`src/hdl/ctpp_pkg.sv`:
```
// Shared types, constants and helpers for the camera tracking packet parser.
// No dependencies; imported by every module under hdl/.
`default_nettype none

package ctpp_pkg;

	localparam int PACKET_BYTES = 29;
	localparam int COUNT_W      = 6;
	localparam int IDX_W        = $clog2(PACKET_BYTES);
	localparam logic [COUNT_W-1:0] COUNT_MAX = {COUNT_W{1'b1}};
	localparam logic [COUNT_W-1:0] COUNT_FULL = COUNT_W'(PACKET_BYTES);
	localparam logic [COUNT_W-1:0] COUNT_LAST = COUNT_W'(PACKET_BYTES - 1);
	localparam logic [7:0] CHECK_BASE = 8'h40;
	localparam logic [7:0] IDENT_RESET = 8'hD1;

	localparam int TDATA_W = 216;
	localparam int TUSER_W = 2;

	typedef enum logic [1:0] {
		ST_OK       = 2'd0,
		ST_LENGTH   = 2'd1,
		ST_IDENT    = 2'd2,
		ST_CHECKSUM = 2'd3
	} status_t;

	// One input word as held in the input register.
	typedef struct packed {
		logic [7:0] data_byte;
		logic       last;
	} in_word_t;

	typedef struct packed {
		status_t            status;
		logic [7:0]         camera_id;
		logic signed [23:0] pan_raw;
		logic signed [23:0] tilt_raw;
		logic signed [23:0] roll_raw;
		logic signed [23:0] pos_x_raw;
		logic signed [23:0] pos_y_raw;
		logic signed [23:0] pos_z_raw;
		logic [23:0]        zoom_value;
		logic [23:0]        focus_value;
		logic [15:0]        user_value;
	} result_t;

	function automatic logic [23:0] be24(input logic [7:0] b0, input logic [7:0] b1,
			input logic [7:0] b2);
		be24 = {b0, b1, b2};
	endfunction

	// Everything but status, first field in the low bits.
	function automatic logic [TDATA_W-1:0] pack_data(input result_t r);
		pack_data = {r.user_value, r.focus_value, r.zoom_value,
			r.pos_z_raw, r.pos_y_raw, r.pos_x_raw,
			r.roll_raw, r.tilt_raw, r.pan_raw, r.camera_id};
	endfunction

endpackage

`default_nettype wire

```
`src/hdl/ctpp_in_stage.sv`:
```
// Input register for the byte stream, with ready derived from downstream take.
// Depends on ctpp_pkg.
`default_nettype none

module ctpp_in_stage (
	input  wire logic            clk,
	input  wire logic            arst_n,
	input  wire logic            s_axis_tvalid,
	output logic                 s_axis_tready,
	input  wire logic [7:0]      s_axis_tdata,  // [7:0] data_byte
	input  wire logic            s_axis_tlast,  // end_of_datagram
	input  wire logic            take,
	output logic                 valid_s1,
	output ctpp_pkg::in_word_t   word_s1
);
	import ctpp_pkg::*;

	logic accept;

	assign s_axis_tready = !valid_s1 || take;
	assign accept        = s_axis_tvalid && s_axis_tready;

	always_ff @(posedge clk or negedge arst_n) begin
		if (!arst_n) begin
			valid_s1 <= 1'b0;
		end else if (accept) begin
			valid_s1 <= 1'b1;
		end else if (take) begin
			valid_s1 <= 1'b0;
		end
	end

	always_ff @(posedge clk) begin
		if (accept) begin
			word_s1.data_byte <= s_axis_tdata;
			word_s1.last      <= s_axis_tlast;
		end
	end

endmodule

`default_nettype wire

```
`src/hdl/ctpp_assembler.sv`:
```
// Byte counter, running checksum, packet store and final-byte checks.
// Depends on ctpp_pkg.
`default_nettype none

module ctpp_assembler (
	input  wire logic               clk,
	input  wire logic               arst_n,
	input  wire logic               cfg_wen,
	input  wire logic [7:0]         cfg_wdata,
	input  wire logic               valid_s1,
	input  wire ctpp_pkg::in_word_t word_s1,
	input  wire logic               out_free,
	output logic                    take,
	output logic                    res_load,
	output ctpp_pkg::result_t       res
);
	import ctpp_pkg::*;

	logic [7:0]         ident_q;
	logic [COUNT_W-1:0] byte_count_q;
	logic [7:0]         running_sum_q;
	logic [7:0]         store_q [PACKET_BYTES];
	logic [7:0]         expect_chk;
	status_t            status;

	// A final byte waits until the output register has room.
	assign take     = valid_s1 && (!word_s1.last || out_free);
	assign res_load = take && word_s1.last;

	always_ff @(posedge clk or negedge arst_n) begin
		if (!arst_n) begin
			ident_q <= IDENT_RESET;
		end else if (cfg_wen) begin
			ident_q <= cfg_wdata;
		end
	end

	always_ff @(posedge clk or negedge arst_n) begin
		if (!arst_n) begin
			byte_count_q  <= '0;
			running_sum_q <= '0;
		end else if (take) begin
			if (word_s1.last) begin
				byte_count_q  <= '0;
				running_sum_q <= '0;
			end else begin
				if (byte_count_q != COUNT_MAX) begin
					byte_count_q <= byte_count_q + COUNT_W'(1);
				end
				if (byte_count_q < COUNT_LAST) begin
					running_sum_q <= running_sum_q + word_s1.data_byte;
				end
			end
		end
	end

	always_ff @(posedge clk) begin
		if (take && (byte_count_q < COUNT_FULL)) begin
			store_q[byte_count_q[IDX_W-1:0]] <= word_s1.data_byte;
		end
	end

	// The final byte is the checksum byte itself; the sum so far covers the rest.
	assign expect_chk = CHECK_BASE - running_sum_q;

	always_comb begin
		priority if (byte_count_q != COUNT_LAST) begin
			status = ST_LENGTH;
		end else if (store_q[0] != ident_q) begin
			status = ST_IDENT;
		end else if (word_s1.data_byte != expect_chk) begin
			status = ST_CHECKSUM;
		end else begin
			status = ST_OK;
		end
	end

	always_comb begin
		res        = '0;
		res.status = status;
		if (status == ST_OK) begin
			res.camera_id   = store_q[1];
			res.pan_raw     = $signed(be24(store_q[2],  store_q[3],  store_q[4]));
			res.tilt_raw    = $signed(be24(store_q[5],  store_q[6],  store_q[7]));
			res.roll_raw    = $signed(be24(store_q[8],  store_q[9],  store_q[10]));
			res.pos_x_raw   = $signed(be24(store_q[11], store_q[12], store_q[13]));
			res.pos_y_raw   = $signed(be24(store_q[14], store_q[15], store_q[16]));
			res.pos_z_raw   = $signed(be24(store_q[17], store_q[18], store_q[19]));
			res.zoom_value  = be24(store_q[20], store_q[21], store_q[22]);
			res.focus_value = be24(store_q[23], store_q[24], store_q[25]);
			res.user_value  = {store_q[26], store_q[27]};
		end
	end

	a_clear_after_final: assert property (@(posedge clk) disable iff (!arst_n)
		res_load |=> (byte_count_q == '0) && (running_sum_q == '0))
		else $error("count or sum not cleared after final byte");

	a_ok_needs_length: assert property (@(posedge clk) disable iff (!arst_n)
		res_load && (res.status == ST_OK) |-> byte_count_q == COUNT_LAST)
		else $error("ok status on wrong length");

	a_fail_zero_fields: assert property (@(posedge clk) disable iff (!arst_n)
		res_load && (res.status != ST_OK) |->
			(res.camera_id == '0) && (res.user_value == '0) && (res.pan_raw == '0))
		else $error("fields not zero on failed check");

	a_no_result_midword: assert property (@(posedge clk) disable iff (!arst_n)
		res_load |-> out_free)
		else $error("result loaded into a full output register");

endmodule

`default_nettype wire

```
`src/hdl/ctpp_out_reg.sv`:
```
// Result register driving the master-side stream.
// Depends on ctpp_pkg.
`default_nettype none

module ctpp_out_reg (
	input  wire logic                            clk,
	input  wire logic                            arst_n,
	input  wire logic                            res_load,
	input  wire ctpp_pkg::result_t               res,
	output logic                                 out_free,
	output logic                                 m_axis_tvalid,
	input  wire logic                            m_axis_tready,
	output logic [ctpp_pkg::TDATA_W-1:0]         m_axis_tdata,
	output logic [ctpp_pkg::TUSER_W-1:0]         m_axis_tuser
);
	import ctpp_pkg::*;

	assign out_free = !m_axis_tvalid || m_axis_tready;

	always_ff @(posedge clk or negedge arst_n) begin
		if (!arst_n) begin
			m_axis_tvalid <= 1'b0;
		end else if (res_load) begin
			m_axis_tvalid <= 1'b1;
		end else if (m_axis_tready) begin
			m_axis_tvalid <= 1'b0;
		end
	end

	always_ff @(posedge clk) begin
		if (res_load) begin
			m_axis_tdata <= pack_data(res);
			m_axis_tuser <= res.status;
		end
	end

endmodule

`default_nettype wire

```
`src/hdl/camera_tracking_packet_parser.sv`:
```
// Top level of the camera tracking packet parser: input register, assembler, result register.
// Depends on ctpp_pkg, ctpp_in_stage, ctpp_assembler and ctpp_out_reg.
//
//   channel   dir  handshake              payload
//   s_axis    in   tvalid/tready          tdata[7:0] data_byte, tlast end_of_datagram
//   m_axis    out  tvalid/tready          tdata: 216 bits of fields, tuser[1:0] status
//   cfg       in   cfg_wen (no wait)      cfg_wdata[7:0] packet_identifier
//
// One byte per cycle sustained, except during the stall below. A word waits in the
// input register, then updates count/sum/store when taken; a final byte loads the result
// register in that same step, so m_axis_tvalid rises in the cycle after it is taken.
// The only stall: a final byte holds in the input register while the result register
// is full and not being drained; ready then drops until it moves on.
// Reset clears valid flags, count, sum and loads identifier 0xD1; the store is not reset.
`default_nettype none

module camera_tracking_packet_parser (
	input  wire logic                            clk,
	input  wire logic                            arst_n,
	input  wire logic                            cfg_wen,
	input  wire logic [7:0]                      cfg_wdata,     // packet_identifier
	input  wire logic                            s_axis_tvalid,
	output logic                                 s_axis_tready,
	input  wire logic [7:0]                      s_axis_tdata,  // [7:0] data_byte
	input  wire logic                            s_axis_tlast,  // end_of_datagram
	output logic                                 m_axis_tvalid,
	input  wire logic                            m_axis_tready,
	// tdata from bit 0: camera_id 8, pan_raw 24, tilt_raw 24, roll_raw 24,
	// pos_x_raw 24, pos_y_raw 24, pos_z_raw 24, zoom_value 24, focus_value 24,
	// user_value 16
	output logic [ctpp_pkg::TDATA_W-1:0]         m_axis_tdata,
	output logic [ctpp_pkg::TUSER_W-1:0]         m_axis_tuser   // [1:0] status
);
	import ctpp_pkg::*;

	logic     valid_s1;
	in_word_t word_s1;
	logic     take;
	logic     res_load;
	logic     out_free;
	result_t  res;

	ctpp_in_stage u_in (
		.clk           (clk),
		.arst_n        (arst_n),
		.s_axis_tvalid (s_axis_tvalid),
		.s_axis_tready (s_axis_tready),
		.s_axis_tdata  (s_axis_tdata),
		.s_axis_tlast  (s_axis_tlast),
		.take          (take),
		.valid_s1      (valid_s1),
		.word_s1       (word_s1)
	);

	ctpp_assembler u_asm (
		.clk       (clk),
		.arst_n    (arst_n),
		.cfg_wen   (cfg_wen),
		.cfg_wdata (cfg_wdata),
		.valid_s1  (valid_s1),
		.word_s1   (word_s1),
		.out_free  (out_free),
		.take      (take),
		.res_load  (res_load),
		.res       (res)
	);

	ctpp_out_reg u_out (
		.clk           (clk),
		.arst_n        (arst_n),
		.res_load      (res_load),
		.res           (res),
		.out_free      (out_free),
		.m_axis_tvalid (m_axis_tvalid),
		.m_axis_tready (m_axis_tready),
		.m_axis_tdata  (m_axis_tdata),
		.m_axis_tuser  (m_axis_tuser)
	);

	// A held final byte must block new input words.
	a_stall_blocks_input: assert property (@(posedge clk) disable iff (!arst_n)
		valid_s1 && word_s1.last && m_axis_tvalid && !m_axis_tready |-> !s_axis_tready)
		else $error("input accepted behind a stalled final byte");

	// A result loads only from a taken final byte.
	a_result_from_final: assert property (@(posedge clk) disable iff (!arst_n)
		res_load |-> valid_s1 && word_s1.last && take)
		else $error("result without a final byte");

endmodule

`default_nettype wire
```
`config.mk`:
```
export PLATFORM = sky130hd
export DESIGN_NAME = camera_tracking_packet_parser
export DESIGN_NICKNAME = d
export VERILOG_FILES = /design/src/hdl/ctpp_pkg.sv /design/src/hdl/ctpp_in_stage.sv /design/src/hdl/ctpp_assembler.sv /design/src/hdl/ctpp_out_reg.sv /design/src/hdl/camera_tracking_packet_parser.sv
export SDC_FILE = /design/constraint.sdc
export NUM_CORES = 1
export LEC_CHECK = 0
export BUFFER_PORTS_ARGS = -buffer_cell sky130_fd_sc_hd__buf_2
export CORE_UTILIZATION = 25
export CTS_CLUSTER_DIAMETER = 120
export DETAILED_ROUTE_END_ITERATION = 8
export GPL_TIMING_DRIVEN = 0
export SLEW_MARGIN = 15
export SYNTH_ARGS = -nofsm -noshare
export SYNTH_HDL_FRONTEND = slang
export SYNTH_SLANG_ARGS = --single-unit
export TNS_END_PERCENT = 100
```
`constraint.sdc`:
```
create_clock -name clk -period 18.29 [get_ports clk]
set_input_delay 0.9145 -clock clk [delete_from_list [all_inputs] [get_ports clk]]
set_output_delay 0.9145 -clock clk [all_outputs]
set_load 0.02 [all_outputs]
```
== Word level (Yosys, flattened, before mapping) ==
Memory sizes are Yosys's and may differ from the RTL's. A register that Yosys moved wholly into a read port is not among the register bits.
Cells that the tools add are included.
Word-level totals
  register bits: 35
  memories: 1
  bits in writable memories: 232
Memories
  u_asm.store_q: words 29, bits a word 8, rd ports 28, clocked after Yosys merged registers in 27, write ports 1, RTL line ctpp_assembler.sv:22  | logic [7:0] store_q [PACKET_BYTES];
Cells by class
  $lt $le $gt $ge: 2
  reductions and logical operators: 44
  multiplexer cells: 13
  equality and inequality tests: 4
  add/sub/neg operators: 3
Operators with widths (number)
  1-bit logical NOT: 30
  8-bit 2-to-1 mux: 2
  8-bit != test: 2
  6-bit by 5-bit less-than comparator with 1-bit output (second input constant): 2
  6-bit 2-to-1 mux: 2
  8-bit adder: 1
  2-bit nonzero test: 4
  7-bit by 8-bit subtractor with 8-bit output (first input constant): 1
  6-bit by 1-bit adder with 6-bit output (second input constant): 1
  1-bit 2-to-1 mux: 6
  2-bit 2-to-1 mux: 3
  6-bit by 5-bit != test with 1-bit output (second input constant): 1
  6-bit != test (second input constant): 1
  1-bit logical AND: 4
  2-bit AND reduction: 2
  1-bit logical OR: 3
  2-bit logical NOT: 1

== Depth between registers and ports, before layout ==
  depth in word-level cells: 7
  gate-level depth with buffers: 10
  mapped depth without buffers: 8

== Hierarchy ==
From an unflattened synthesis, not the netlist that was laid out.
Second synthesis, totals
  cells, all modules: 1057
  area, all modules: 17895.9 um^2
Modules (own cells, without submodules)
  ctpp_assembler: cells each 823, instances 1, sequential area each 7282.0 um^2, area each 10978.0 um^2
  ctpp_out_reg: cells each 221, instances 1, sequential area each 6571.3 um^2, area each 6593.8 um^2
  ctpp_in_stage: cells each 13, instances 1, sequential area each 295.3 um^2, area each 324.1 um^2

== Worst setup path after synthesis ==
OpenSTA, ideal clock, no wires.
  path type: input to register
  from: in m_axis_tready
  to: reg u_asm.running_sum_q[0]
  path slack: 9.468 ns
  library setup time: 0.128 ns
  cell stages on the path: 5
  arrival time: 8.693 ns
  data required time: 18.162 ns
  path buffers: 1
  cell sequence: nand2b_1 -> and3_1 -> clkbuf_1 -> a21oi_1 -> a22o_1
On the way
  cells in the longest elaborated chain, start to end: 4
Ends and longest elaborated chain
  start, declared: RTL line camera_tracking_packet_parser.sv:27  | input wire logic m_axis_tready,
  1-bit logical OR: RTL line ctpp_out_reg.sv:18  | assign out_free = !m_axis_tvalid || m_axis_tready;
  1-bit logical OR: RTL line ctpp_assembler.sv:27  | assign take = valid_s1 && (!word_s1.last || out_free);
  1-bit logical AND: RTL line ctpp_assembler.sv:27
  2-bit AND reduction (no source line)
  end signal, assigned: RTL line ctpp_assembler.sv:51  | running_sum_q <= running_sum_q + word_s1.data_byte;
  end, declared: RTL line ctpp_assembler.sv:21  | logic [7:0] running_sum_q;
Every way passes these cells.
A chain may end at the register's enable or synchronous reset.

== Worst setup path in the final report ==
  from: reg u_in.word_s1[7] (netlist name)
  to: reg u_out.m_axis_tdata[18] in the netlist's numbering (read register of u_asm.store_q) (data pin)
On the way
  cells in the longest elaborated chain, start to end: 6
Ends and longest elaborated chain
  8-bit != test: RTL line ctpp_assembler.sv:71  | end else if (word_s1.data_byte != expect_chk) begin
  2-bit 2-to-1 mux: RTL line ctpp_assembler.sv:71
  2-bit 2-to-1 mux: RTL line ctpp_assembler.sv:69  | end else if (store_q[0] != ident_q) begin
  2-bit 2-to-1 mux: RTL line ctpp_assembler.sv:67  | priority if (byte_count_q != COUNT_LAST) begin
  2-bit logical NOT: RTL line ctpp_assembler.sv:81  | if (status == ST_OK) begin
  1-bit logical NOT (no source line)
  end, declared: RTL line ctpp_out_reg.sv:13  | output logic [ctpp_pkg::TDATA_W-1:0] m_axis_tdata,
Every way passes these cells.

==> reports/qor_table.md <==
| Item | Value | Unit |
|:---|:---|:---|
| Reg2reg end | u_out.m_axis_tdata[18] | - |
| # hold bufs at CTS | 0 | - |
| Power per cell area | 114 | nW/um^2 |
| Post-Route Setup TNS | 0 | ns |
| First-pass GRT wire length | 56.9 | mm |
| Sum of overflow across all layers after global routing | 0 | - |
| Core region area | 67200 | um^2 |
| Half-perimeter wire length after placement | 27.5 | mm |
| Via density | 3.96 | - |
| Effective utilization at floorplan | 25.3 | % |
| Design Area, Final | 21400 | um^2 |
| Avg Cell Area, Syn | 18.9 | um^2 |
| Mux share of post-synthesis cell area | 0.597 | % |
| Worst skew pair latency | 0.59 | ns |
| Share of synthesized registers carrying an async set or reset | 5.05 | % |
| Post-route worst setup slack | 14.38 | ns |
| DP Cell Count | 2033 | - |
| Number of flip-flops and latches in the synthesized netlist | 475 | - |
| Slew of the pin with the lowest slew margin | 1.13 | ns |
| Count of endpoints failing setup in the final report | 0 | - |
| Maximum achievable frequency | 256 | MHz |
| Hold slack final | 0.323 | ns |
| Standard cell area after detailed placement | 19700 | um^2 |
| IR drop worst, VDD | 0.0761 | mV |
| Overall routed net length | 38.9 | mm |
| Clock Sinks | 475 | - |
| Power, Total | 2.45 | mW |
| Post-route antenna net violation count | 0 | - |
| Worst clock skew | 0.00912 | ns |
| Clock-pin transition on the worst setup and hold timing paths | 0.06 | ns |
| Critical Path Start Type | register | - |
| DIE WIDTH | 263 | um |
| Number of buffers inserted during clock tree synthesis | 50 | - |
| Largest fanout on the critical path | 12 | - |
| PortBufs | 240 | - |
| Max Buffers Root-to-Sink | 3 | - |
| Number of warnings issued by yosys | 0 | - |
| CTS tree | yes | - |
| Data required time of the worst path | 18.74 | ns |
| Netlist cell types | 49 | - |
| Global placement routability congestion | 0.735 | - |
| Synthesis-to-finish area growth | 26.1 | % |
| EDFF count, synth | 451 | - |
| Vias | 8426 | - |
| Reg2reg path depth | 9 | - |
| Unrepaired setup endpoints after global routing | no | - |
| Prevailing post-synth register cell | edfxtp_1 | - |
| Number of cells in the finished layout apart from fillers | 2128 | - |
| WP data arrival | 4.36 | ns |
| Commonest non-fill, non-tap cell in the layout | edfxtp_1 | - |
| Shortest period the worst path allows | 3.91 | ns |
| Clk Tree Root Cell | clkbuf_16 | - |
| Number of violations of the max-capacitance limit | 0 | - |
| Number of max-slew violations in the final report | 0 | - |
| Share of cells above drive strength 1 | 29.9 | % |
| Static leakage power | 7.80 | nW |
| Count of pins on the block boundary | 242 | - |
| Die height | 263 | um |
| Critical Setup Path Class | register to register | - |
| Mean routed wirelength per cell | 18.3 | um |
| Number of cells upsized or downsized after cts | 0 | - |
| CTS HTree Levels | 2 | - |
| Normalized max-slew margin | 24.6 | % |
| Outcome | complete, no violations | - |
| Netlist area before placement | 17000 | um^2 |
| Number of global-route vias before repair | 8684 | - |
| First-pass iteration count of the detailed router | 5 | - |
| Highest-count cells in the layout ignoring fill and taps | 451 x edfxtp_1, 241 x buf_2, 217 x and2_1 | - |
| Beginning of the worst register-to-register path | u_in.word_s1[7] | - |
| Post-synthesis share of cell area spent on and, or, nand and nor gates | 10.4 | % |
| Final hold violation count | 0 | - |
| Synth Area in Adders | 1.00 | % |
| Type of the worst min-delay path | primary input to async pin | - |
| Syn_nets | 934 | - |
| Fillers | 6435 | - |
| Category of the worst setup path capture point | register | - |
| Number of DRC markers in iteration 0 | 621 | - |
| Flop-to-flop setup slack | 14.38 | ns |
| Overall Global Routing Usage | 11.2 | % |
| Compound-gate portion of the synthesized area | 1.64 | % |
| Startpoint of the worst setup timing path | u_in.word_s1[7] | - |
| Largest family of logic cells by synthesized area | simple AND/OR/NAND/NOR gates | - |
| Largest net degree at the start of global routing | 54 | - |
| Finished Core Util | 31.9 | % |
| Total Nets Final | 1247 | - |
| Cell count after synthesis | 899 | - |
| Number of buffers inserted by post-CTS setup repair | 0 | - |
| Portion of the clock cycle consumed by the worst path in the final layout | 21.4 | % |
| Share of synthesized area occupied by flip-flops and latches | 83.3 | % |
| Std cell rows | 95 | - |
| Xor/xnor cell area share of the yosys netlist | 1.24 | % |
| Number of remaining DRC errors | 0 | - |
| Initial antenna violation count | 2 | - |
| Post-place setup slack | 14.20 | ns |
| Die Area | 69000 | um^2 |
-- Yosys cell counts (all sizes together) (2+ instances only) --
cell type	instances	share of area [%]
edfxtp	451	80
and2	217	8.0
nor2	39	0.86
dfrtp	20	2.9
buf	17	1.2
xor2	14	0.72
clkbuf	13	0.29
ha	12	0.88
nand2	10	0.22
xnor2	10	0.52
inv	9	0.20
mux2	9	0.60
a21oi	8	0.24
o21ai	8	0.24
a22o	7	0.36
nand3b	6	0.27
nand2b	5	0.18
nand3	5	0.15
or3	5	0.21
dfstp	4	0.62
a21o	2	0.088
and3	2	0.074
nor3	2	0.13
nor3b	2	0.088
nor4	2	0.074
o21bai	2	0.088
or3b	2	0.10
-- critical path: stages, from the launching register on --
cell and delay (ns):
edfxtp_1 0.82, buf_16 0.22, buf_8 0.16, xnor2_1 0.09, or3_1 0.31, a21oi_1 0.15
nand4_1 0.26, nor3_4 0.78, clkbuf_1 0.68, and2_1 0.27
-- metal layers --
metal / GRT usage (%) / part of all wire (%)
met3: 2.30 / 5.0
met1: 14.6 / 45
met2: 18.4 / 48
met5: 0 / 0.033
met4: 3.96 / 2.6
-- power by group --
part	switching, mW	internal [mW]	leakage [nW]
combinational	0.106	0.0606	2.48
sequential	0.0245	1.23	4.50
clock	0.425	0.604	0.820
-- kinds of logic (layout without fill, tap and decap cells) --
| group | after synthesis | in the layout |
|---|---|---|
| flops | 475 | 475 |
| compound gates | 40 | 40 |
| fa+ha+maj | 13 | 13 |
| other cells | 0 | 4 |
| buf+inv | 39 | 391 |
| mux | 9 | 9 |
| simple gates | 299 | 299 |
| xor+xnor | 24 | 24 |
-- final cells by class --
cell class | instances | area (um^2) | area share, %
antenna | 4 | 10.0 | 0.0467
buffer | 30 | 264 | 1.23
clock buffer | 58 | 1310 | 6.13
clock inverter | 33 | 362 | 1.69
inverter | 9 | 33.8 | 0.158
multi-input combinational | 385 | 2530 | 11.8
sequential | 475 | 14100 | 66.1
tap | 873 | 1090 | 5.10
timing repair buffer | 261 | 1660 | 7.74
-- registers in the layout, indices dropped and copies added (netlist names) --
signal,cells
u_asm.byte_count_q,6
u_in.valid_s1,1
u_out.m_axis_tvalid,1
u_asm.ident_q,8
u_out.m_axis_tuser,2
u_asm.running_sum_q,8
u_out.m_axis_tdata,216
u_asm.store_q,224
u_in.word_s1,9
-- how the worst max path moves through the flow --
stage / to / slack (ns) / cells after the start
after detailed placement: u_out.m_axis_tdata[18] / 14.20 / 9
after global placement: u_asm.running_sum_q[3] / 5.77 / 6
after global routing: u_out.m_axis_tdata[18] / 14.04 / 9
final: u_out.m_axis_tdata[18] / 14.38 / 9
after CTS: u_out.m_axis_tdata[18] / 14.17 / 9
after floorplan: u_asm.running_sum_q[0] / 9.47 / 5
Power figures use the tool's default switching activity.
